### src/sv/pfe_pkg.sv
// shared types and constants for the playfair digraph encryptor
`timescale 1ns / 1ps

package pfe_pkg;

    localparam int CELLS       = 25;
    localparam int QUEUE_DEPTH = 4;

    localparam logic [4:0] LETTER_I    = 5'd8;
    localparam logic [4:0] LETTER_J    = 5'd9;
    localparam logic [4:0] LAST_LETTER = 5'd25;

    // raw operation codes on the input field
    localparam logic [2:0] OP_START  = 3'd0;
    localparam logic [2:0] OP_KEY    = 3'd1;
    localparam logic [2:0] OP_FINISH = 3'd2;
    localparam logic [2:0] OP_PLAIN  = 3'd3;
    localparam logic [2:0] OP_END    = 3'd4;

    // classified commands passed from front to back
    typedef enum logic [2:0] {
        CMD_START,
        CMD_KEY,
        CMD_FINISH,
        CMD_PLAIN,
        CMD_END
    } cmd_op_t;

    typedef struct packed {
        cmd_op_t    op;
        logic [4:0] letter;
    } cmd_t;

    typedef struct packed {
        logic [2:0] operation;
        logic [7:0] char_in;
    } item_t;

    typedef struct packed {
        logic [6:0] cipher_first;
        logic [6:0] cipher_second;
    } result_t;

endpackage

### src/sv/playfair_digraph_encryptor.sv
// top level of the playfair digraph encryptor: front, command queue, back
//
//  channel | direction | payload           | handshake
//  --------+-----------+-------------------+-----------------------
//  item    | in        | operation, char_in| item_valid / item_stall
//  result  | out       | two cipher letters| result_valid / result_stall
//
// rates: the front takes one transaction a cycle while the queue has room; the back pops
// start, key or a lone plaintext letter and acts on it at once, walks finish key as a pop
// then one alphabet letter a cycle, and runs a pair as two table reads and an output load
// path: front hold register, queue slot, cell registers, letter registers, output register
// reset: asynchronous, active low, control state only; the first finish key fills the square
// stalls: result_stall holds the output register and then the back; the queue fills
// and item_stall rises, so each side stalls on its own
`timescale 1ns / 1ps

module playfair_digraph_encryptor #(
    parameter int QueueDepth = pfe_pkg::QUEUE_DEPTH
) (
    input  logic             clk,
    input  logic             rst_n,
    input  logic             item_valid,
    output logic             item_stall,
    input  pfe_pkg::item_t   item,
    output logic             result_valid,
    input  logic             result_stall,
    output pfe_pkg::result_t result
);

    // classified commands from front into the queue
    logic          front_push;
    pfe_pkg::cmd_t front_cmd;
    logic          queue_full;

    // queue head into the back
    logic          head_valid;
    pfe_pkg::cmd_t head_cmd;
    logic          head_pop;

    // front: letter folding and operation decode, drops no-op transactions
    pfe_front u_front (
        .clk        (clk),
        .rst_n      (rst_n),
        .item_valid (item_valid),
        .item_stall (item_stall),
        .item       (item),
        .cmd_push   (front_push),
        .cmd        (front_cmd),
        .cmd_full   (queue_full)
    );

    pfe_queue #(
        .Depth (QueueDepth)
    ) u_queue (
        .clk        (clk),
        .rst_n      (rst_n),
        .push       (front_push),
        .push_cmd   (front_cmd),
        .full       (queue_full),
        .pop        (head_pop),
        .head_valid (head_valid),
        .head       (head_cmd)
    );

    // back: key square, pairing state and encryption, owns the output register
    pfe_back u_back (
        .clk          (clk),
        .rst_n        (rst_n),
        .cmd_valid    (head_valid),
        .cmd          (head_cmd),
        .cmd_pop      (head_pop),
        .result_valid (result_valid),
        .result_stall (result_stall),
        .result       (result)
    );

endmodule

### src/sv/pfe_front.sv
// front end: takes input transactions, folds letters and classifies operations
`timescale 1ns / 1ps

module pfe_front (
    input  logic           clk,
    input  logic           rst_n,
    input  logic           item_valid,
    output logic           item_stall,
    input  pfe_pkg::item_t item,
    output logic           cmd_push,
    output pfe_pkg::cmd_t  cmd,
    input  logic           cmd_full
);

    logic          hold_valid_reg;
    logic          hold_valid_next;
    pfe_pkg::cmd_t hold_cmd_reg;
    pfe_pkg::cmd_t hold_cmd_next;
    logic          letter_ok;
    logic [4:0]    letter;
    logic [4:0]    diff;
    logic          keep;
    pfe_pkg::cmd_t cls_cmd;
    logic          accept;

    // letter folding, j merged into i
    always_comb
    begin
        letter_ok = 1'b1;
        diff      = 5'd0;
        if (item.char_in >= 8'd65 && item.char_in <= 8'd90)
        begin
            diff = 5'(item.char_in - 8'd65);
        end
        else if (item.char_in >= 8'd97 && item.char_in <= 8'd122)
        begin
            diff = 5'(item.char_in - 8'd97);
        end
        else
        begin
            letter_ok = 1'b0;
        end
        letter = (diff == pfe_pkg::LETTER_J) ? pfe_pkg::LETTER_I : diff;
    end

    // drop what changes nothing: non-letters on key and plaintext, unknown codes
    always_comb
    begin
        keep           = 1'b0;
        cls_cmd.letter = letter;
        cls_cmd.op     = pfe_pkg::CMD_START;
        case (item.operation)
            pfe_pkg::OP_START:
            begin
                keep       = 1'b1;
                cls_cmd.op = pfe_pkg::CMD_START;
            end
            pfe_pkg::OP_KEY:
            begin
                keep       = letter_ok;
                cls_cmd.op = pfe_pkg::CMD_KEY;
            end
            pfe_pkg::OP_FINISH:
            begin
                keep       = 1'b1;
                cls_cmd.op = pfe_pkg::CMD_FINISH;
            end
            pfe_pkg::OP_PLAIN:
            begin
                keep       = letter_ok;
                cls_cmd.op = pfe_pkg::CMD_PLAIN;
            end
            pfe_pkg::OP_END:
            begin
                keep       = 1'b1;
                cls_cmd.op = pfe_pkg::CMD_END;
            end
            default:
            begin
                keep = 1'b0;
            end
        endcase
    end

    assign cmd_push   = hold_valid_reg && !cmd_full;
    assign cmd        = hold_cmd_reg;
    assign item_stall = hold_valid_reg && cmd_full;
    assign accept     = item_valid && !item_stall;

    always_comb
    begin
        hold_valid_next = hold_valid_reg;
        hold_cmd_next   = hold_cmd_reg;
        if (accept)
        begin
            hold_valid_next = keep;
            hold_cmd_next   = cls_cmd;
        end
        else if (cmd_push)
        begin
            hold_valid_next = 1'b0;
        end
    end

    always_ff @(posedge clk or negedge rst_n)
    begin
        if (!rst_n)
        begin
            hold_valid_reg <= 1'b0;
        end
        else
        begin
            hold_valid_reg <= hold_valid_next;
        end
    end

    always_ff @(posedge clk)
    begin
        hold_cmd_reg <= hold_cmd_next;
    end

endmodule

### src/sv/pfe_queue.sv
// short command queue between front and back
`timescale 1ns / 1ps

module pfe_queue #(
    parameter int Depth = pfe_pkg::QUEUE_DEPTH
) (
    input  logic          clk,
    input  logic          rst_n,
    input  logic          push,
    input  pfe_pkg::cmd_t push_cmd,
    output logic          full,
    input  logic          pop,
    output logic          head_valid,
    output pfe_pkg::cmd_t head
);

    localparam int PtrW = (Depth > 1) ? $clog2(Depth) : 1;
    localparam int CntW = $clog2(Depth + 1);
    localparam logic [PtrW-1:0] LastPtr = PtrW'(Depth - 1);
    localparam logic [CntW-1:0] FullCnt = CntW'(Depth);

    pfe_pkg::cmd_t   slots [Depth];
    logic [PtrW-1:0] wr_ptr_reg;
    logic [PtrW-1:0] wr_ptr_next;
    logic [PtrW-1:0] rd_ptr_reg;
    logic [PtrW-1:0] rd_ptr_next;
    logic [CntW-1:0] count_reg;
    logic [CntW-1:0] count_next;
    logic            do_push;
    logic            do_pop;

    assign full       = (count_reg == FullCnt);
    assign head_valid = (count_reg != '0);
    assign head       = slots[rd_ptr_reg];
    assign do_push    = push && !full;
    assign do_pop     = pop && head_valid;

    always_comb
    begin
        wr_ptr_next = wr_ptr_reg;
        rd_ptr_next = rd_ptr_reg;
        count_next  = count_reg;
        if (do_push)
        begin
            wr_ptr_next = (wr_ptr_reg == LastPtr) ? '0 : wr_ptr_reg + 1'b1;
        end
        if (do_pop)
        begin
            rd_ptr_next = (rd_ptr_reg == LastPtr) ? '0 : rd_ptr_reg + 1'b1;
        end
        if (do_push && !do_pop)
        begin
            count_next = count_reg + 1'b1;
        end
        else if (do_pop && !do_push)
        begin
            count_next = count_reg - 1'b1;
        end
    end

    always_ff @(posedge clk or negedge rst_n)
    begin
        if (!rst_n)
        begin
            wr_ptr_reg <= '0;
            rd_ptr_reg <= '0;
            count_reg  <= '0;
        end
        else
        begin
            wr_ptr_reg <= wr_ptr_next;
            rd_ptr_reg <= rd_ptr_next;
            count_reg  <= count_next;
        end
    end

    always_ff @(posedge clk)
    begin
        if (do_push)
        begin
            slots[wr_ptr_reg] <= push_cmd;
        end
    end

endmodule

### src/sv/pfe_back.sv
// back end: key square, plaintext pairing, filler choice and pair encryption
`timescale 1ns / 1ps

module pfe_back (
    input  logic             clk,
    input  logic             rst_n,
    input  logic             cmd_valid,
    input  pfe_pkg::cmd_t    cmd,
    output logic             cmd_pop,
    output logic             result_valid,
    input  logic             result_stall,
    output pfe_pkg::result_t result
);

    typedef enum logic [1:0] {
        S_IDLE,
        S_FILL,
        S_MAP,
        S_EMIT
    } state_t;

    typedef struct packed {
        logic [2:0] row;
        logic [2:0] col;
    } rc_t;

    function automatic logic [4:0] next_letter(input logic [4:0] l);
        next_letter = (l == pfe_pkg::LAST_LETTER) ? 5'd0 : l + 5'd1;
    endfunction

    // cell number to row and column, compare chain instead of a divide
    function automatic rc_t split_cell(input logic [4:0] c);
        rc_t        rc;
        logic [4:0] base;
        if (c >= 5'd20)
        begin
            rc.row = 3'd4;
            base   = 5'd20;
        end
        else if (c >= 5'd15)
        begin
            rc.row = 3'd3;
            base   = 5'd15;
        end
        else if (c >= 5'd10)
        begin
            rc.row = 3'd2;
            base   = 5'd10;
        end
        else if (c >= 5'd5)
        begin
            rc.row = 3'd1;
            base   = 5'd5;
        end
        else
        begin
            rc.row = 3'd0;
            base   = 5'd0;
        end
        rc.col     = 3'(c - base);
        split_cell = rc;
    endfunction

    function automatic logic [4:0] join_cell(input logic [2:0] row, input logic [2:0] col);
        join_cell = {row[2:0], 2'b00} + {2'b00, row} + {2'b00, col};
    endfunction

    function automatic logic [2:0] step5(input logic [2:0] v);
        step5 = (v == 3'd4) ? 3'd0 : v + 3'd1;
    endfunction

    // square tables
    logic [4:0] letter_cell [26];
    logic [4:0] cell_letter [pfe_pkg::CELLS];

    state_t           state_reg;
    state_t           state_next;
    logic [25:0]      placed_reg;
    logic [25:0]      placed_next;
    logic [4:0]       next_cell_reg;
    logic [4:0]       next_cell_next;
    logic             pending_valid_reg;
    logic             pending_valid_next;
    logic [4:0]       pending_letter_reg;
    logic [4:0]       pending_letter_next;
    logic [4:0]       filler_reg;
    logic [4:0]       filler_next;
    logic [4:0]       fill_idx_reg;
    logic [4:0]       fill_idx_next;
    logic             result_valid_reg;
    logic             result_valid_next;
    pfe_pkg::result_t result_reg;
    pfe_pkg::result_t result_next;

    logic [4:0] pa_reg;
    logic [4:0] pb_reg;
    logic [4:0] fa_reg;
    logic [4:0] fb_reg;

    logic       place_req;
    logic [4:0] place_l;
    logic       place_en;
    logic       rd_en;
    logic [4:0] rd_a;
    logic [4:0] rd_b;
    logic [4:0] filler_pick;
    rc_t        rc_a;
    rc_t        rc_b;
    logic [4:0] na;
    logic [4:0] nb;

    // filler: at most the pending letter and j are skipped
    always_comb
    begin
        filler_pick = filler_reg;
        for (int k = 0; k < 3; k++)
        begin
            if (filler_pick == pending_letter_reg || filler_pick == pfe_pkg::LETTER_J)
            begin
                filler_pick = next_letter(filler_pick);
            end
        end
    end

    // playfair rules on the two looked-up cells
    always_comb
    begin
        rc_a = split_cell(pa_reg);
        rc_b = split_cell(pb_reg);
        if (rc_a.row == rc_b.row)
        begin
            na = join_cell(rc_a.row, step5(rc_a.col));
            nb = join_cell(rc_b.row, step5(rc_b.col));
        end
        else if (rc_a.col == rc_b.col)
        begin
            na = join_cell(step5(rc_a.row), rc_a.col);
            nb = join_cell(step5(rc_b.row), rc_b.col);
        end
        else
        begin
            na = join_cell(rc_a.row, rc_b.col);
            nb = join_cell(rc_b.row, rc_a.col);
        end
    end

    always_comb
    begin
        state_next          = state_reg;
        placed_next         = placed_reg;
        next_cell_next      = next_cell_reg;
        pending_valid_next  = pending_valid_reg;
        pending_letter_next = pending_letter_reg;
        filler_next         = filler_reg;
        fill_idx_next       = fill_idx_reg;
        result_valid_next   = result_valid_reg && result_stall;
        result_next         = result_reg;
        cmd_pop             = 1'b0;
        place_req           = 1'b0;
        place_l             = cmd.letter;
        rd_en               = 1'b0;
        rd_a                = pending_letter_reg;
        rd_b                = cmd.letter;
        place_en            = 1'b0;

        case (state_reg)
            S_IDLE:
            begin
                if (cmd_valid)
                begin
                    cmd_pop = 1'b1;
                    case (cmd.op)
                        pfe_pkg::CMD_START:
                        begin
                            placed_next        = '0;
                            next_cell_next     = '0;
                            pending_valid_next = 1'b0;
                            filler_next        = '0;
                        end
                        pfe_pkg::CMD_KEY:
                        begin
                            place_req = 1'b1;
                        end
                        pfe_pkg::CMD_FINISH:
                        begin
                            fill_idx_next = '0;
                            state_next    = S_FILL;
                        end
                        pfe_pkg::CMD_PLAIN:
                        begin
                            if (!pending_valid_reg)
                            begin
                                pending_valid_next  = 1'b1;
                                pending_letter_next = cmd.letter;
                            end
                            else if (cmd.letter != pending_letter_reg)
                            begin
                                rd_en              = 1'b1;
                                pending_valid_next = 1'b0;
                                state_next         = S_MAP;
                            end
                            else
                            begin
                                // doubled letter: pair with filler, new letter waits
                                rd_en               = 1'b1;
                                rd_b                = filler_pick;
                                filler_next         = next_letter(filler_pick);
                                pending_letter_next = cmd.letter;
                                state_next          = S_MAP;
                            end
                        end
                        pfe_pkg::CMD_END:
                        begin
                            if (pending_valid_reg)
                            begin
                                rd_en              = 1'b1;
                                rd_b               = filler_pick;
                                filler_next        = next_letter(filler_pick);
                                pending_valid_next = 1'b0;
                                state_next         = S_MAP;
                            end
                        end
                        default:
                        begin
                        end
                    endcase
                end
            end
            S_FILL:
            begin
                place_l       = fill_idx_reg;
                place_req     = (fill_idx_reg != pfe_pkg::LETTER_J);
                fill_idx_next = next_letter(fill_idx_reg);
                if (fill_idx_reg == pfe_pkg::LAST_LETTER)
                begin
                    state_next = S_IDLE;
                end
            end
            S_MAP:
            begin
                state_next = S_EMIT;
            end
            S_EMIT:
            begin
                if (!result_valid_reg || !result_stall)
                begin
                    result_valid_next         = 1'b1;
                    result_next.cipher_first  = 7'd65 + {2'b00, fa_reg};
                    result_next.cipher_second = 7'd65 + {2'b00, fb_reg};
                    state_next                = S_IDLE;
                end
            end
            default:
            begin
                state_next = S_IDLE;
            end
        endcase

        if (place_req && next_cell_reg < 5'(pfe_pkg::CELLS) && !placed_reg[place_l])
        begin
            place_en             = 1'b1;
            placed_next[place_l] = 1'b1;
            next_cell_next       = next_cell_reg + 5'd1;
        end
    end

    always_ff @(posedge clk or negedge rst_n)
    begin
        if (!rst_n)
        begin
            state_reg          <= S_IDLE;
            placed_reg         <= '0;
            next_cell_reg      <= '0;
            pending_valid_reg  <= 1'b0;
            pending_letter_reg <= '0;
            filler_reg         <= '0;
            fill_idx_reg       <= '0;
            result_valid_reg   <= 1'b0;
            result_reg         <= '0;
        end
        else
        begin
            state_reg          <= state_next;
            placed_reg         <= placed_next;
            next_cell_reg      <= next_cell_next;
            pending_valid_reg  <= pending_valid_next;
            pending_letter_reg <= pending_letter_next;
            filler_reg         <= filler_next;
            fill_idx_reg       <= fill_idx_next;
            result_valid_reg   <= result_valid_next;
            result_reg         <= result_next;
        end
    end

    // table writes and registered table reads
    always_ff @(posedge clk)
    begin
        if (place_en)
        begin
            letter_cell[place_l]       <= next_cell_reg;
            cell_letter[next_cell_reg] <= place_l;
        end
        if (rd_en)
        begin
            pa_reg <= letter_cell[rd_a];
            pb_reg <= letter_cell[rd_b];
        end
        if (state_reg == S_MAP)
        begin
            fa_reg <= cell_letter[na];
            fb_reg <= cell_letter[nb];
        end
    end

    assign result_valid = result_valid_reg;
    assign result       = result_reg;

endmodule

### config.mk
export PLATFORM = sky130hd
export DESIGN_NAME = playfair_digraph_encryptor
export DESIGN_NICKNAME = d
export VERILOG_FILES = /design/src/sv/pfe_pkg.sv /design/src/sv/playfair_digraph_encryptor.sv /design/src/sv/pfe_front.sv /design/src/sv/pfe_queue.sv /design/src/sv/pfe_back.sv
export SDC_FILE = /design/constraint.sdc
export NUM_CORES = 1
export LEC_CHECK = 0
export BUFFER_PORTS_ARGS = -buffer_cell sky130_fd_sc_hd__buf_4
export CAP_MARGIN = 5
export CORE_MARGIN = 1
export CORE_UTILIZATION = 58
export DETAILED_ROUTE_END_ITERATION = 8
export GPL_ROUTABILITY_DRIVEN = 0
export GPL_TIMING_DRIVEN = 1
export PLACE_DENSITY_LB_ADDON = 0.08
export SLEW_MARGIN = 20
export SYNTH_ARGS = -nofsm -noshare
export SYNTH_HDL_FRONTEND = slang
export SYNTH_SLANG_ARGS = --single-unit
### constraint.sdc
create_clock -name clk -period 5.29 [get_ports clk]
set_input_delay 1.058 -clock clk [delete_from_list [all_inputs] [get_ports clk]]
set_output_delay 1.058 -clock clk [all_outputs]
set_load 0.05 [all_outputs]
# Word level (Yosys, flattened, before mapping)
# Memory sizes are Yosys's and may differ from the RTL's. A register that Yosys moved wholly into a read port is not among the register bits.
# Index checks and enable logic that the tools add are counted.
# totals
regBits	80
latch_bits	0
mem_bits_rw	287
rom_bits	0
in_bits	15
mem_count	3
# memory_table
name	words	width	rd	rd_ports_with_merged_regs	write_ports	line_no	source
u_back.letter_cell	26	5	2	2	1	pfe_back.sv:73	logic [4:0] letter_cell [26];
u_back.cell_letter	25	5	2	2	1	pfe_back.sv:74	logic [4:0] cell_letter [pfe_pkg::CELLS];
u_queue.slots	4	8	1	0	1	pfe_queue.sv:22	pfe_pkg::cmd_t slots [Depth];
# classes
add_sub_neg	30
n_mul	0
div_mod_pow	0
n_lt_le_gt_ge	15
eq_ne	44
shift	0
muxes	97
bitwise	1
reduce_logical	47
# op_table
op	n
$mux 5	31
$mux 26	4
$mux 3	20
$add 5x3->5	10
$add 5x1->5 const B	6
$or 26x26->26	1
$eq 5x5->1 const B	5
$mux 1	25
$eq 3x3->1 const B	7
$eq 5x4->1 const B	4
$ge 5x4->1 const B	4
$pmux 5 s2	2
$ge 8x7->1 const B	2
$le 8x7->1 const B	2
$add 3x1->3 const B	5
$eq 5x5->1	3
$pmux 5 s3	1
$add 7x5->7 const A	2
$reduce_bool 2->1	7
$logic_and 1x1->1	13
$eq 3x2->1 const B	4
$mux 2	6
$pmux 3 s4	1
$ge 5x3->1 const B	2
other kinds (35)	67

# Depth between registers and ports, before layout
# depth
ltp_word	14
ltp_mapped	22
ltp_nobuf	21

# By module
# A second synthesis with hierarchy kept.
# unflattened
hier_cells	1516
hier_area_um2	20681.1
# by_module_without_submodules
module	instances	cells_each	area_per_inst_um2
pfe_back	1	1389	18504.0
pfe_queue	1	79	1631.6
pfe_front	1	48	545.5

# Worst setup path after synthesis
# OpenSTA, ideal clock, no wires.
# synth_timing
path_kind	register to register
from	register u_back.pb_reg[2], read port of u_back.letter_cell
to	register u_back.fb_reg[0], read port of u_back.cell_letter, data pin
setup_ns	0.276
arrival_time_ns	5.130
path_slack_ns	-0.117
stages_incl_launch_ff	18
n_path_buf	2
period_less_slack_ns	5.407
cell_sequence	edfxtp_1 o21ai_0 and2_1 ha_1 inv_1 fa_1 xor2_1 xor2_1 inv_1 fa_1 fa_1 o21ai_0 a21oi_1 buf_1 clkbuf_1 mux2_2 o21ai_0 o21ai_0
# synth_via
elab_chain_len	11
# synth_rtl
item	line_no	source
from (decl)	pfe_back.sv:96	logic [4:0] pb_reg;
$ge 5x3->1	pfe_back.sv:50	else if (c >= 5'd5)
$mux 1	pfe_back.sv:50	
$mux 3	pfe_back.sv:45	else if (c >= 5'd10)
$mux 3	pfe_back.sv:40	else if (c >= 5'd15)
$mux 3	pfe_back.sv:35	if (c >= 5'd20)
$add 3x1->3 / $eq 3x3->1 (equally long branches)	pfe_back.sv:69	step5 = (v == 3'd4) ? 3'd0 : v + 3'd1;
$mux 3	pfe_back.sv:69	
$add 5x3->5 (2 in a row)	pfe_back.sv:65	join_cell = {row[2:0], 2'b00} + {2'b00, row} + {2'b00, col};
$mux 5	pfe_back.sv:135	else if (rc_a.col == rc_b.col)
$mux 5 *	pfe_back.sv:130	if (rc_a.row == rc_b.row)
to (decl)	pfe_back.sv:98	logic [4:0] fb_reg;
# Mark *: on every way between the ends. The rest lies on a longest branch, timed or not.
# A chain may end at the register's enable or synchronous reset.

# Worst setup path in the final report
# layout_timing
from	register u_back.filler_reg[1]
to	register u_back.pb_reg[0], read port of u_back.letter_cell, data pin
# layout_via
elab_chain_len	14
# layout_rtl
item	line_no	source
from (decl)	pfe_back.sv:86	logic [4:0] filler_reg;
from (signal assigned)	pfe_back.sv:288	filler_reg <= filler_next;
$add 5x1->5 (tied with other cells)	pfe_back.sv:28	next_letter = (l == pfe_pkg::LAST_LETTER) ? 5'd0 : l + 5'd1;
$mux 5 / $logic_or 1x1->1 (equally long branches)	pfe_back.sv:28, pfe_back.sv:118	
$mux 5 *	pfe_back.sv:118	if (filler_pick == pending_letter_reg || filler_pick == pfe_pkg::LETTER_J)
$add 5x1->5 (tied with other cells)	pfe_back.sv:28	
$mux 5 / $logic_or 1x1->1 (equally long branches)	pfe_back.sv:28, pfe_back.sv:118	
$mux 5 *	pfe_back.sv:118	
$add 5x1->5 (tied with other cells)	pfe_back.sv:28	
$mux 5 / $logic_or 1x1->1 (equally long branches)	pfe_back.sv:28, pfe_back.sv:118	
$mux 5 *	pfe_back.sv:118	
$mux 5	pfe_back.sv:196	else if (cmd.letter != pending_letter_reg)
$mux 5	pfe_back.sv:191	if (!pending_valid_reg)
$pmux 5 s2 *	pfe_back.sv:172	case (cmd.op)
$mux 5 *	pfe_back.sv:169	if (cmd_valid)
$mux 5 *	pfe_back.sv:166	case (state_reg)
# Marked as above.

==> metrics.yaml <==
route:
  via_per_inst: 6.49
  wire_per_inst_um: 23.8
  drt_first_pass_iters: 5
  drc: 0
  drtIter0Drc: 1537
  drt_wl_total_um: 53300
  vias: 14500
  ant_nets: 0
synthesis:
  synth.avg_cell_area_um2: 12.8
  synthTopCellsByArea: "edfxtp_1 45%, mux4_2 11%, dfrtp_1 8.4%"
  yosys_warnings: 0
  seq_area_frac_synth_pct: 53.3
  async_flop_share_pct: 18.4
  syn_area_um2: 21100
  synth-seq-cells: 386
  synth_ff_type: "edfxtp_1"
  netlist_instances: 1646
  synth_nets: 1727
  yosysTopAreaCellShare_pct: 44.8
  synth_edf_count: 315
  yosysUniqueCellTypes: 97
  synth_top_cell_by_area: "edfxtp_1"
die:
  die_h_um: 193
  ios: 31
  coreArea_um2: 35700
  die_w_um: 193
  fp-row-count: 69
  initial_core_util_pct: 59.2
  dieArea_um2: 37100
setup_path:
  crit_chain: "buf_4 -> xnor2_4 -> nand4_4 -> o21ai_4 -> mux2i_2 -> buf_4 -> inv_1 -> ha_2 -> nor2_1 -> nand4_1 -> o2111ai_2 -> a311o_1 -> or4_4 -> a31o_1 -> a21o_2 -> buf_12 -> nand4_1 -> nand4_1 -> o2111ai_1 -> buf_4 -> o211ai_2"
  required_ns: 5.57
  critical_path_class: "register to register"
  slowest_stage: "or4_4"
  path_max_fanout: 15
  cp-end-kind: "register"
  max_stage_delay_ns: 0.57
  worstPathArrival_ns: 5.38
  start_kind: "register"
placement:
  place_hpwl_um: 36900
  io_buffer_count: 30
  place_inst: 2147
timing:
  worstMarginPinSlew_ns: 1.04
  relSlewSlack_pct: 30.8
  clock-skew-final_ns: 0.0281
  setup_tns_ns: 0
  max_freq_mhz: 196
  fin_crit_sh_pct: 96.4
  hold_slack_ns: 0.391
  setup_viol: 0
  slew_violations: 0
  hold_viol: 0
  min_period_ns: 5.10
finish:
  num-fill-cells: 2554
  syn_to_final_growth_pct: 14.0
  layout-drive-gt1-share_pct: 22.6
  diodes: 0
  final_cells: 2241
  largest_reg_flops: 130
  regMostFlops: "u_back.letter_cell"
  reg_top3: "u_back.letter_cell x130, u_back.cell_letter x125, u_queue.slots x32"
  layout.nets: 1828
cts:
  root_buffer: "clkbuf_16"
  cts_tree: "done"
  ctsHtreeMaxLevel: 2
  clk_pin_slew_worst_paths_ns: 0.06
  cts_sinks: 386
  worstSkewPairLatency_ns: 0.57
  cts_made_buffers: 42
  cts.path.max_buffers: 3
min_path:
  hold_class: "primary input to async pin"
global_route:
  first_global_vias: 14100
  globalRouteTotalUtil_pct: 29.2
  antenna_found_initial: 0
  grt_pass1_wl_um: 81000
  grt_max_degree: 47
  grt_overflow: 0
run:
  maxCapViolations: 0
run_status:
  status: "complete, no violations"
[logic make-up after synthesis]
logic type                 share of synthesized area, %
buffers and inverters                              2.84
AOI/OAI and AO/OA                                  11.8
xor gates and xnor gates                           2.44
DFF                                                53.3
and+or+nand+nor                                    10.5
muxes                                              14.8
adders and majority gates                          4.31
[final cells by class]
class / count / area (µm²) / area share (%)
timing repair buffer: 143 / 1250 / 5.21
clock buffer: 48 / 1090 / 4.55
multi-input combinational: 1121 / 9430 / 39.2
sequential: 386 / 11200 / 46.8
clock inverter: 29 / 253 / 1.05
tap: 461 / 577 / 2.40
inverter: 53 / 199 / 0.828
[final timing paths]
kind	slack, ns	start	to	depth (start not counted)
max reg2reg	0.19	u_back.filler_reg[1]	u_back.pb_reg[0]	21
max	0.19	u_back.filler_reg[1]	u_back.pb_reg[0]	21
max in group asynchronous	3.91	rst_n	u_back.pending_letter_reg[1]	2
min in group clk	0.48	u_back.placed_reg[21]	u_back.placed_reg[21]	1
min	0.39	rst_n	u_back.result[13]	1
min reg2reg	0.48	u_back.placed_reg[21]	u_back.placed_reg[21]	1
[critical path: cells and delay by family (launching register included)]
family / cells / cell delay, ns
mux: 1 / 0.28
simple gates: 6 / 1.05
buf+inv: 5 / 0.79
compound gates: 7 / 1.74
xor+xnor: 1 / 0.22
flops: 1 / 0.38
fa+ha+maj: 1 / 0.38
[metrics by stage]
stage / instance area [µm²] / utilization [%] / setup slack (ns)
finish: 24000 / 67.4 / 0.190
floorplan: 21100 / - / 0.0188
global placement: 22400 / 62.7 / 0.0278
detailed placement: 22400 / 62.7 / -0.0373
CTS: 23700 / 66.5 / 0.0125
global route: 24000 / 67.4 / -0.00562
[layout by cell type (no fill, tap or decap), types with 10 or more instances in the layout]
master and count:
nand4_1 18, fa_1 11, and2_1 22, a22o_1 10, a311oi_1 13, inv_1 48, o21ai_1 26, o21ai_0 100
nor3_1 21, nor2_1 123, edfxtp_1 315, clkinv_1 13, nand3_1 51, o211ai_2 11, a21o_1 37, mux2i_1 55
buf_12 10, mux4_2 105, dfrtp_1 69, xor2_1 26, a21oi_1 51, buf_4 130, ha_1 53, a22oi_1 12
nand2_1 151, clkbuf_16 46, xnor2_1 24, clkinv_2 10, a31oi_1 15, mux2_2 16
[repair_timing]
action / 4_1_cts / 5_1_grt
resized for setup: 3 / 41
setup endpoints to repair: 3 / 15
setup buffers: 0 / 14
hold buffers: 0 / 0
pin swaps: 0 / 9
cloned: 0 / 3
[per-layer routing]
| metal | routed length (µm) | vias up | part of all wire, % | global-route usage [%] |
|---|---|---|---|---|
| li1 | - | 6560 | - | - |
| met1 | 22800 | 7227 | 43 | 41.3 |
| met2 | 24700 | 650 | 46 | 45.6 |
| met3 | 4510 | 97 | 8.5 | 6.04 |
| met4 | 1310 | 0 | 2.5 | 8.75 |
| met5 | 0 | - | 0 | 0 |
[synth_stat cells (7+ instances only)]
cell / count
buf_1: 14
nand4_1: 18
a22oi_1: 12
nor3_1: 21
buf_2: 13
a22o_1: 10
nor2b_1: 8
xnor2_1: 24
inv_1: 49
o21ai_1: 12
o211ai_2: 11
o21ai_0: 114
ha_1: 55
mux2_2: 17
nor2_1: 124
o211ai_1: 8
and2_1: 24
nand2_1: 153
nand3_1: 53
clkbuf_1: 49
fa_1: 11
a21oi_1: 56
mux2i_1: 57
dfrtp_1: 71
edfxtp_1: 315
xor2_1: 26
a31oi_1: 15
nand2b_1: 7
mux4_2: 105
a311oi_1: 13
nor4_1: 8
a21o_1: 38
Power is left out: the tool's default activity adds up to more than one toggle a clock period on the data nets, which glitch-free logic cannot reach.
